`src/rtl/core/dcpg_pkg.sv`:
```
package dcpg_pkg;

    // Default width of the number field.
    localparam int NUMBER_WIDTH_DEF = 20;

    // Divisor count field.
    localparam int COUNT_W = 8;
    localparam logic [COUNT_W-1:0] COUNT_MAX = 8'd255;
    localparam logic [COUNT_W-1:0] PRIME_COUNT = 8'd2;

    // Quotient bits that the remainder unit resolves in one cycle.
    localparam int BITS_PER_CYCLE = 4;

    // Commands from the controller to the datapath.
    typedef struct packed {
        logic load;          // take a new number and restart the trial divisor
        logic start_rem;     // start a remainder of number by the trial divisor
        logic trial_update;  // fold the finished trial into the count, advance divisor
        logic out_load;      // move the finished count into the output register
    } dcpg_cmd_t;

    // Status from the datapath to the controller.
    typedef struct packed {
        logic sq_le_n;       // square of the trial divisor is not above the number
        logic rem_done;      // remainder unit has a result
    } dcpg_status_t;

endpackage

```
`src/rtl/core/dcpg_rem.sv`:
```
module dcpg_rem
    import dcpg_pkg::*;
#(
    parameter int NUMBER_WIDTH = NUMBER_WIDTH_DEF
)
(
    input  logic                    clk,
    input  logic                    rst_n,
    input  logic                    start,
    input  logic [NUMBER_WIDTH-1:0] dividend,
    input  logic [NUMBER_WIDTH-1:0] divisor,
    output logic                    done,
    output logic                    rem_zero
);

    localparam int ITER = (NUMBER_WIDTH + BITS_PER_CYCLE - 1) / BITS_PER_CYCLE;
    localparam int PADW = ITER * BITS_PER_CYCLE;
    localparam int CW   = (ITER > 1) ? $clog2(ITER) : 1;

    logic                    busy_reg, busy_next;
    logic                    done_reg, done_next;
    logic [CW-1:0]           step_reg, step_next;
    logic [PADW-1:0]         dvd_reg, dvd_next;
    logic [NUMBER_WIDTH-1:0] d_reg, d_next;
    logic [NUMBER_WIDTH-1:0] r_reg, r_next;
    logic                    last_step;

    // Restoring long division, several quotient bits per cycle; only the
    // remainder is kept.
    always_comb
    begin
        logic [NUMBER_WIDTH:0]   t;
        logic [NUMBER_WIDTH-1:0] r_work;
        logic [PADW-1:0]         dvd_work;
        r_work   = r_reg;
        dvd_work = dvd_reg;
        for (int k = 0; k < BITS_PER_CYCLE; k++)
        begin
            t        = {r_work, dvd_work[PADW-1]};
            dvd_work = {dvd_work[PADW-2:0], 1'b0};
            if (t >= {1'b0, d_reg})
            begin
                t = t - {1'b0, d_reg};
            end
            r_work = t[NUMBER_WIDTH-1:0];
        end

        last_step = busy_reg && (step_reg == CW'(ITER - 1));
        busy_next = busy_reg;
        done_next = last_step;
        step_next = step_reg;
        dvd_next  = dvd_reg;
        d_next    = d_reg;
        r_next    = r_reg;
        if (start)
        begin
            busy_next = 1'b1;
            done_next = 1'b0;
            step_next = '0;
            dvd_next  = PADW'(dividend);
            d_next    = divisor;
            r_next    = '0;
        end
        else if (busy_reg)
        begin
            dvd_next  = dvd_work;
            r_next    = r_work;
            step_next = step_reg + CW'(1);
            if (last_step)
            begin
                busy_next = 1'b0;
            end
        end
    end

    always_ff @(posedge clk or negedge rst_n)
    begin
        if (!rst_n)
        begin
            busy_reg <= 1'b0;
            done_reg <= 1'b0;
            step_reg <= '0;
        end
        else
        begin
            busy_reg <= busy_next;
            done_reg <= done_next;
            step_reg <= step_next;
        end
    end

    always_ff @(posedge clk)
    begin
        dvd_reg <= dvd_next;
        d_reg   <= d_next;
        r_reg   <= r_next;
    end

    assign done     = done_reg;
    assign rem_zero = (r_reg == '0);

endmodule

```
`src/rtl/core/dcpg_datapath.sv`:
```
module dcpg_datapath
    import dcpg_pkg::*;
#(
    parameter int NUMBER_WIDTH = NUMBER_WIDTH_DEF
)
(
    input  logic                    clk,
    input  logic                    rst_n,
    input  dcpg_cmd_t               cmd,
    output dcpg_status_t            status,
    input  logic [NUMBER_WIDTH-1:0] number,
    output logic [NUMBER_WIDTH-1:0] number_echo,
    output logic [COUNT_W-1:0]      divisor_count,
    output logic                    is_prime,
    output logic [NUMBER_WIDTH-1:0] prime_gap
);

    // Trial divisor never passes floor(sqrt(2**NUMBER_WIDTH)) + 1.
    localparam int IW = (NUMBER_WIDTH + 1) / 2 + 1;
    localparam int SW = NUMBER_WIDTH + 2;

    logic [NUMBER_WIDTH-1:0] n_reg, n_next;
    logic [IW-1:0]           i_reg, i_next;
    logic [SW-1:0]           sq_reg, sq_next;
    logic [COUNT_W-1:0]      count_reg, count_next;
    logic [NUMBER_WIDTH-1:0] prev_prime_reg, prev_prime_next;
    logic [NUMBER_WIDTH-1:0] echo_reg, echo_next;
    logic [COUNT_W-1:0]      dcount_reg, dcount_next;
    logic                    prime_reg, prime_next;
    logic [NUMBER_WIDTH-1:0] gap_reg, gap_next;
    logic [SW-1:0]           n_wide;
    logic [COUNT_W:0]        count_sum;
    logic                    rem_done;
    logic                    rem_zero;
    logic                    count_is_prime;

    dcpg_rem #(
        .NUMBER_WIDTH(NUMBER_WIDTH)
    ) u_rem (
        .clk      (clk),
        .rst_n    (rst_n),
        .start    (cmd.start_rem),
        .dividend (n_reg),
        .divisor  ({{(NUMBER_WIDTH - IW){1'b0}}, i_reg}),
        .done     (rem_done),
        .rem_zero (rem_zero)
    );

    assign n_wide         = {2'b00, n_reg};
    assign count_is_prime = (count_reg == PRIME_COUNT);

    always_comb
    begin
        status.sq_le_n  = (sq_reg <= n_wide);
        status.rem_done = rem_done;

        // A divisor equal to the square root has no distinct partner.
        count_sum = {1'b0, count_reg} +
                    ((sq_reg == n_wide) ? {{COUNT_W{1'b0}}, 1'b1} : (COUNT_W + 1)'(2));

        n_next          = n_reg;
        i_next          = i_reg;
        sq_next         = sq_reg;
        count_next      = count_reg;
        prev_prime_next = prev_prime_reg;
        echo_next       = echo_reg;
        dcount_next     = dcount_reg;
        prime_next      = prime_reg;
        gap_next        = gap_reg;

        if (cmd.load)
        begin
            n_next     = number;
            i_next     = IW'(1);
            sq_next    = SW'(1);
            count_next = '0;
        end
        if (cmd.trial_update)
        begin
            if (rem_zero)
            begin
                count_next = count_sum[COUNT_W] ? COUNT_MAX : count_sum[COUNT_W-1:0];
            end
            i_next  = i_reg + IW'(1);
            // (i + 1)^2 = i^2 + 2i + 1
            sq_next = sq_reg + {{(SW - IW - 1){1'b0}}, i_reg, 1'b1};
        end
        if (cmd.out_load)
        begin
            echo_next   = n_reg;
            dcount_next = count_reg;
            prime_next  = count_is_prime;
            gap_next    = '0;
            if (count_is_prime)
            begin
                if (n_reg >= prev_prime_reg)
                begin
                    gap_next = n_reg - prev_prime_reg;
                end
                prev_prime_next = n_reg;
            end
        end
    end

    always_ff @(posedge clk or negedge rst_n)
    begin
        if (!rst_n)
        begin
            prev_prime_reg <= NUMBER_WIDTH'(2);
        end
        else
        begin
            prev_prime_reg <= prev_prime_next;
        end
    end

    always_ff @(posedge clk)
    begin
        n_reg      <= n_next;
        i_reg      <= i_next;
        sq_reg     <= sq_next;
        count_reg  <= count_next;
        echo_reg   <= echo_next;
        dcount_reg <= dcount_next;
        prime_reg  <= prime_next;
        gap_reg    <= gap_next;
    end

    assign number_echo   = echo_reg;
    assign divisor_count = dcount_reg;
    assign is_prime      = prime_reg;
    assign prime_gap     = gap_reg;

endmodule

```
`src/rtl/core/dcpg_ctrl.sv`:
```
module dcpg_ctrl
    import dcpg_pkg::*;
(
    input  logic         clk,
    input  logic         rst_n,
    input  logic         in_valid,
    output logic         in_ready,
    output logic         out_valid,
    input  logic         out_ready,
    input  dcpg_status_t status,
    output dcpg_cmd_t    cmd
);

    localparam logic [1:0] ST_IDLE  = 2'd0;
    localparam logic [1:0] ST_CHECK = 2'd1;
    localparam logic [1:0] ST_DIV   = 2'd2;
    localparam logic [1:0] ST_DONE  = 2'd3;

    logic [1:0] state_reg, state_next;
    logic       out_valid_reg, out_valid_next;
    logic       out_free;

    // The output register can take a new word when empty or being drained.
    assign out_free = !out_valid_reg || out_ready;

    always_comb
    begin
        state_next       = state_reg;
        cmd.load         = 1'b0;
        cmd.start_rem    = 1'b0;
        cmd.trial_update = 1'b0;
        cmd.out_load     = 1'b0;
        in_ready         = 1'b0;
        case (state_reg)
            ST_IDLE:
            begin
                in_ready = 1'b1;
                if (in_valid)
                begin
                    cmd.load   = 1'b1;
                    state_next = ST_CHECK;
                end
            end
            ST_CHECK:
            begin
                if (status.sq_le_n)
                begin
                    cmd.start_rem = 1'b1;
                    state_next    = ST_DIV;
                end
                else
                begin
                    state_next = ST_DONE;
                end
            end
            ST_DIV:
            begin
                if (status.rem_done)
                begin
                    cmd.trial_update = 1'b1;
                    state_next       = ST_CHECK;
                end
            end
            ST_DONE:
            begin
                if (out_free)
                begin
                    cmd.out_load = 1'b1;
                    state_next   = ST_IDLE;
                end
            end
            default:
            begin
                state_next = ST_IDLE;
            end
        endcase

        out_valid_next = out_valid_reg;
        if (cmd.out_load)
        begin
            out_valid_next = 1'b1;
        end
        else if (out_ready)
        begin
            out_valid_next = 1'b0;
        end
    end

    always_ff @(posedge clk or negedge rst_n)
    begin
        if (!rst_n)
        begin
            state_reg     <= ST_IDLE;
            out_valid_reg <= 1'b0;
        end
        else
        begin
            state_reg     <= state_next;
            out_valid_reg <= out_valid_next;
        end
    end

    assign out_valid = out_valid_reg;

endmodule

```
`src/rtl/core/divisor_count_prime_gap.sv`:
```
// Channel   Handshake              Word
// input     in_valid / in_ready    number
// output    out_valid / out_ready  number_echo, divisor_count, is_prime, prime_gap
//
// One number is worked on at a time. Each trial divisor i = 1 .. floor(sqrt(n)) runs
// through the shared remainder unit (4 quotient bits a cycle) before the next is tried.
// Reset clears the controller and sets the stored prime to 2; there is no clearing pass.
// A stalled output word holds; the next number is taken while it waits.
module divisor_count_prime_gap
    import dcpg_pkg::*;
#(
    parameter int NUMBER_WIDTH = NUMBER_WIDTH_DEF
)
(
    input  logic                    clk,
    input  logic                    rst_n,
    input  logic                    in_valid,
    output logic                    in_ready,
    input  logic [NUMBER_WIDTH-1:0] number,
    output logic                    out_valid,
    input  logic                    out_ready,
    output logic [NUMBER_WIDTH-1:0] number_echo,
    output logic [COUNT_W-1:0]      divisor_count,
    output logic                    is_prime,
    output logic [NUMBER_WIDTH-1:0] prime_gap
);

    dcpg_cmd_t    cmd;
    dcpg_status_t status;

    dcpg_ctrl u_ctrl (
        .clk       (clk),
        .rst_n     (rst_n),
        .in_valid  (in_valid),
        .in_ready  (in_ready),
        .out_valid (out_valid),
        .out_ready (out_ready),
        .status    (status),
        .cmd       (cmd)
    );

    dcpg_datapath #(
        .NUMBER_WIDTH(NUMBER_WIDTH)
    ) u_datapath (
        .clk           (clk),
        .rst_n         (rst_n),
        .cmd           (cmd),
        .status        (status),
        .number        (number),
        .number_echo   (number_echo),
        .divisor_count (divisor_count),
        .is_prime      (is_prime),
        .prime_gap     (prime_gap)
    );

    // Only one number is in flight, so an accepted word closes the input.
    a_one_in_flight: assert property (@(posedge clk) disable iff (!rst_n)
        (in_valid && in_ready) |=> !in_ready)
        else $error("input accepted while a number is in flight");

    a_prime_count: assert property (@(posedge clk) disable iff (!rst_n)
        (out_valid && is_prime) |-> (divisor_count == PRIME_COUNT))
        else $error("prime flag without a divisor count of two");

    a_gap_zero: assert property (@(posedge clk) disable iff (!rst_n)
        (out_valid && !is_prime) |-> (prime_gap == '0))
        else $error("nonzero gap on a composite");

    a_load_exclusive: assert property (@(posedge clk) disable iff (!rst_n)
        !(cmd.out_load && (cmd.start_rem || cmd.trial_update || cmd.load)))
        else $error("output load overlaps trial work");

endmodule
```
`config.mk`:
```
export PLATFORM = sky130hd
export DESIGN_NAME = divisor_count_prime_gap
export DESIGN_NICKNAME = d
export VERILOG_FILES = /design/src/rtl/core/dcpg_pkg.sv /design/src/rtl/core/dcpg_rem.sv /design/src/rtl/core/dcpg_datapath.sv /design/src/rtl/core/dcpg_ctrl.sv /design/src/rtl/core/divisor_count_prime_gap.sv
export SDC_FILE = /design/constraint.sdc
export NUM_CORES = 1
export LEC_CHECK = 0
export ABC_AREA = 0
export BUFFER_PORTS_ARGS = -buffer_cell sky130_fd_sc_hd__buf_2
export CORE_MARGIN = 5
export CORE_UTILIZATION = 47
export CTS_BUF_LIST = sky130_fd_sc_hd__clkbuf_8
export DETAILED_ROUTE_END_ITERATION = 8
export GPL_ROUTABILITY_DRIVEN = 0
export PLACE_DENSITY = 0.65
export SYNTH_ARGS = -nofsm -noshare
export SYNTH_HDL_FRONTEND = slang
export SYNTH_HIERARCHICAL = 1
export SYNTH_SLANG_ARGS = --single-unit
```
`constraint.sdc`:
```
create_clock -name clk -period 10.4 [get_ports clk]
set_input_delay 0.52 -clock clk [delete_from_list [all_inputs] [get_ports clk]]
set_output_delay 0.52 -clock clk [all_outputs]
set_load 0.05 [all_outputs]
```
### After elaboration in Yosys (flattened, before gate mapping)

Index checks and enable logic that the tools add are counted.

* output and inout bits: 51
* register bits after elaboration: 189

* magnitude comparators: 6
* reductions and logical operators: 11
* multiplexer cells: 37
* $add $sub $neg: 9
* equal/unequal tests: 9

Operator list (number)
* $mux W20: 6
* $ge A21 B11 Y1: 4
* $sub A20 B11 Y20: 4
* $mux W22: 2
* $mux W8: 4
* $add A22 B12 Y22: 1
* $eq A22 B20 Y1: 1
* $le A22 B20 Y1: 1
* $mux W11: 2
* $ge A20 B20 Y1: 1
* $logic_not A20 Y1: 1
* $sub A20 B20 Y20: 1
* $mux W1: 16
* $add A11 B1 Y11 const B: 1
* $add A8 B9 Y9: 1
* $eq A8 B2 Y1 const B: 1
* $mux W2: 4
* $pmux W2 S4: 1
* $mux W3: 2
* $reduce_bool A2 Y1: 3
* $eq A2 B2 Y1 const B: 2
* $ne A2 B1 Y1 const B: 2
* $reduce_and A2 Y1: 2
* $add A3 B1 Y3 const B: 1
* other kinds (8): 8

### Longest topological paths before layout

* depth after elaboration: 8
* mapped depth: 48
* gate-level depth less buffers: 44

### Hierarchy

Netlist, hierarchy kept.

By module, submodules not included
* dcpg_rem: area each 7309.5 µm², times used 1, sequential area each 1726.7 µm², cells an instance 817
* dcpg_datapath: area each 7287.0 µm², times used 1, sequential area each 3724.8 µm², cells an instance 688
* dcpg_ctrl: area each 178.9 µm², times used 1, sequential area each 75.1 µm², cells an instance 16

### Worst setup path after synthesis

No wires, ideal clock.

* kind: flip-flop to flip-flop
* from: register u_datapath.u_rem.d_reg[1]
* to: register u_datapath.u_rem.r_reg[1]
* data required time: 10.278 ns
* stages on the path, launching flop included: 46
* setup slack: 0.735 ns
* data arrival time: 9.543 ns
* path buffers: 4
* library setup time: 0.122 ns
* cells stage by stage: edfxtp_1 inv_1 ha_1 nor2b_1 o31ai_1 a31oi_2 a31oi_1 o21a_1 clkbuf_1 buf_2 nor2_1 a21oi_1 inv_1 ha_1 nor2b_1 o21ai_1 a31o_2 and3_1 [10 not listed] a31oi_1 nor3_1 o31a_2 o21ai_2 buf_6 mux2_1 ha_1 a21o_1 a21o_1 a21o_1 a21oi_1 nor2_1 a211oi_1 a31o_2 o2111a_1 o2bb2ai_4 nor3_1 a311o_1

* longest elaborated chain between the ends: 8
* elaborated cells between the ends (all ways): 12
* classes of those cells: add/sub (4); order compare (4); mux (4)

RTL lines
* start: declaration: RTL line dcpg_rem.sv:24 `logic [NUMBER_WIDTH-1:0] d_reg, d_next;`
* start signal: assignment: RTL line dcpg_rem.sv:95 `d_reg <= d_next;`
* $sub A20 B11 Y20 or $ge A21 B11 Y1 (tied branches): RTL line dcpg_rem.sv:43, dcpg_rem.sv:41
* $mux W20: RTL line dcpg_rem.sv:41 `if (t >= {1'b0, d_reg})`
* $sub A20 B11 Y20 or $ge A21 B11 Y1 (tied branches): RTL line dcpg_rem.sv:43, dcpg_rem.sv:41
* $mux W20: RTL line dcpg_rem.sv:41
* $ge A21 B11 Y1 or $sub A20 B11 Y20 (tied branches): RTL line dcpg_rem.sv:41, dcpg_rem.sv:43
* $mux W20: RTL line dcpg_rem.sv:41
* $sub A20 B11 Y20 or $ge A21 B11 Y1 (tied branches): RTL line dcpg_rem.sv:43, dcpg_rem.sv:41
* $mux W20 *: RTL line dcpg_rem.sv:41
* end signal: assignment: RTL line dcpg_rem.sv:96 `r_reg <= r_next;`
* end: declaration: RTL line dcpg_rem.sv:25 `logic [NUMBER_WIDTH-1:0] r_reg, r_next;`

Every way passes the cells marked *; elsewhere a longest branch is shown, timed or not.
A chain may end at the register's enable or synchronous reset.

### Final worst setup path

* from: register u_datapath.u_rem.d_reg[0]
* to: register u_datapath.u_rem.r_reg[1]

The elaborated chain is that of the path after synthesis.

==> flow_summary.yaml <==
critical_path:
  critPathKind: "flop to flop"
  cp.arrival_ns: 10.43
  crit_fanout: 12
  r2r_end: "u_datapath/u_rem/r_reg[1]"
  worst-r2r-setup-slack_ns: 0.37
  crit_path_start_kind: "flop"
  endpoint_kind: "flop"
  r2r-start: "u_datapath/u_rem/d_reg[0]"
  rr_worst_depth: 40
  critPathMaxStageDelay_ns: 0.52
  cp_slowest_cell: "edfxtp_1"
  path_common_cell: "ha_1"
  required_ns: 10.80
layout:
  nets: 1787
  largest_register_ffs: 22
  instances_no_fill: 2035
  stdcell_area_um2: 16300
  n_antenna_cell: 0
  drive_gt1_frac: 0.153
  syn2layout_area_growth_pct: 10.0
logic_synthesis:
  yosysTopAreaCell: "edfxtp_1"
  async_reset_ff_frac: 0.141
  synth-seq-area-share: 0.374
  synth_flop_cell: "edfxtp_1"
  synth.top_cells.by_area: "edfxtp_1, ha_1, dfrtp_1, dfxtp_1, xnor2_1"
  ys_types: 107
  syn_inst: 1521
  syn_area_um2: 14800
  ys_ff_latch: 198
  synth_top_area_frac: 0.289
  synthMostInstantiatedCell: "edfxtp_1"
  synth_common_cells: "edfxtp_1, ha_1, nand2_1"
  syn_area_per_cell_um2: 9.71
  synth_edf_count: 142
  yosysWarningCount: 6
drt:
  routed_via_density: 5.91
  final_antenna_net_count: 0
  vias: 12000
  dr.first_iter.drc_count: 1132
  avgRoutedWirePerCell_um: 18.9
  drt_first_pass_iters: 6
  drc: 0
  wirelength_um: 38500
floorplanning:
  coreArea_um2: 31300
  start_util: 0.472
  rows: 65
  die_area_um2: 35100
  io_pins: 75
  die_x_um: 187
  die_h_um: 187
global_routing:
  first_global_vias: 11300
  grt_antenna_before_repair: 1
  grt_max_degree: 63
  grt_overflow: 0
  grt_usage: 0.215
  grt_pass1_wl_um: 61000
place:
  numPortBuffers: 74
  post-dp-hpwl_um: 29900
  dpl-instance-area_um2: 15700
  place_inst: 1998
  place_ws_ns: -0.110
outcome:
  status: "complete, no violations"
worst_hold_path:
  holdPathStages: 1
  hp-start: "number[6]"
  min_to: "u_datapath/n_reg[6]"
  hp-class: "primary input to flop"
cts:
  clk_latency_ns: 0.53
  cts-root-buf: "clkbuf_8"
  cts_sinks: 198
  cts_inserted_buffers: 17
  clkTransAtPathRegs_ns: 0.15
  h-tree-depth: 4
  cts_tree: "done"
  clock_path_buffers: 2
timing:
  report.final.slew_viol_count: 0
  slew_headroom: 0.271
  final_hold_viol_count: 0
  worst_clock_skew_ns: 0.0429
  fmax_mhz: 99.7
  setup_violations: 0
  fin_ws_ns: 0.370
  fin_crit_sh: 0.964
  tightest_slew_ns: 1.09
  fin_crit_ns: 10.03
job:
  maxCapViolCount: 0
[worst max-delay path: cells and delay by family, from the launching register on]
kind / cells / cell delay [ns]
buffers and inverters: 1 / 0.18
AND/OR/NAND/NOR: 11 / 1.90
AO/OA/AOI/OAI: 22 / 5.19
adder cells (fa/ha/maj): 4 / 1.33
multiplexers: 2 / 0.79
flip-flops: 1 / 0.52
[final cells by class]
type                    instances  area [um^2]
clock buffers                  17          234
clock inverters                15          186
fillers                      2821        15100
inverters                     102          383
multi-input cells            1190         8750
flip-flops and latches        198         5530
well taps                     402          503
repair buffers                111          667
[worst max path at each step]
| stage | startpoint | end | slack (ns) | depth (start not counted) |
|---|---|---|---|---|
| 2_1_floorplan | u_datapath/u_rem/d_reg[1] | u_datapath/u_rem/r_reg[1] | 0.74 | 45 |
| 3_5_place_dp | u_datapath/u_rem/d_reg[1] | u_datapath/u_rem/r_reg[1] | -0.11 | 39 |
| 4_1_cts | u_datapath/u_rem/d_reg[1] | u_datapath/u_rem/r_reg[1] | 0.02 | 39 |
| 6_report | u_datapath/u_rem/d_reg[0] | u_datapath/u_rem/r_reg[1] | 0.37 | 40 |
| 5_1_grt | u_datapath/u_rem/d_reg[1] | u_datapath/u_rem/r_reg[1] | -0.01 | 40 |
| 3_3_place_gp | u_datapath/u_rem/d_reg[1] | u_datapath/u_rem/r_reg[1] | 0.16 | 39 |
[logic make-up after synthesis]
family          count (synthesis)  synth area share
other cells                     1          0.000254
simple gates                  481             0.166
mux                            73            0.0566
flops                         198             0.374
fa+ha+maj                     143             0.125
compound gates                397             0.185
buf+inv                       142            0.0432
xor+xnor                       86            0.0510
[metal layers]
layer / routed length, um / up-vias / part of all wire / GRT usage
met5: 0 / - / 0 / 0
met4: 712 / 0 / 0.019 / 0.0546
met3: 2540 / 53 / 0.066 / 0.0414
met2: 16600 / 388 / 0.43 / 0.326
met1: 18600 / 5742 / 0.48 / 0.316
li1: - / 5850 / - / -
[what timing repair did]
item / 4_1_cts / 5_1_grt
cloned: 1 / 0
buffers inserted: 0 / 3
resized for setup: 1 / 19
hold endpoints to repair: 8 / 0
setup endpoints to repair: 20 / 20
hold buffers: 1 / 0
pin swaps: 1 / 1
[through the flow]
step,hold slack [ns],setup TNS [ns],util
final,0.163,0,0.519
after detailed placement,0.478,-1.10,0.501
after global placement,0.468,0,0.501
after floorplan,0.224,0,-
after global routing,0.128,-0.0126,0.519
after CTS,0.121,0,0.515
[layout by cell type, fill, tap and decap left out, types with 11 or more instances in the layout]
cell type and instances:
dfrtp_1 27, xor2_1 33, buf_4 34, o21ai_1 29, o21a_1 22, ha_1 135
a21oi_1 90, a211oi_1 25, buf_2 74, nand2b_1 22, mux2_1 11, clkbuf_8 17
nand3_1 33, and3_1 14, mux2i_1 22, xnor2_1 53, a21o_1 39, mux2_2 33
nand4_1 21, dfxtp_1 28, nor2b_1 23, a31oi_1 15, nand2_1 123, nor3_1 57
and2_1 15, o21ai_0 56, edfxtp_1 142, nor2_1 110, inv_1 102
Power is left out: the tool's default activity adds up to more than one toggle a clock period on the data nets, which glitch-free logic cannot reach.
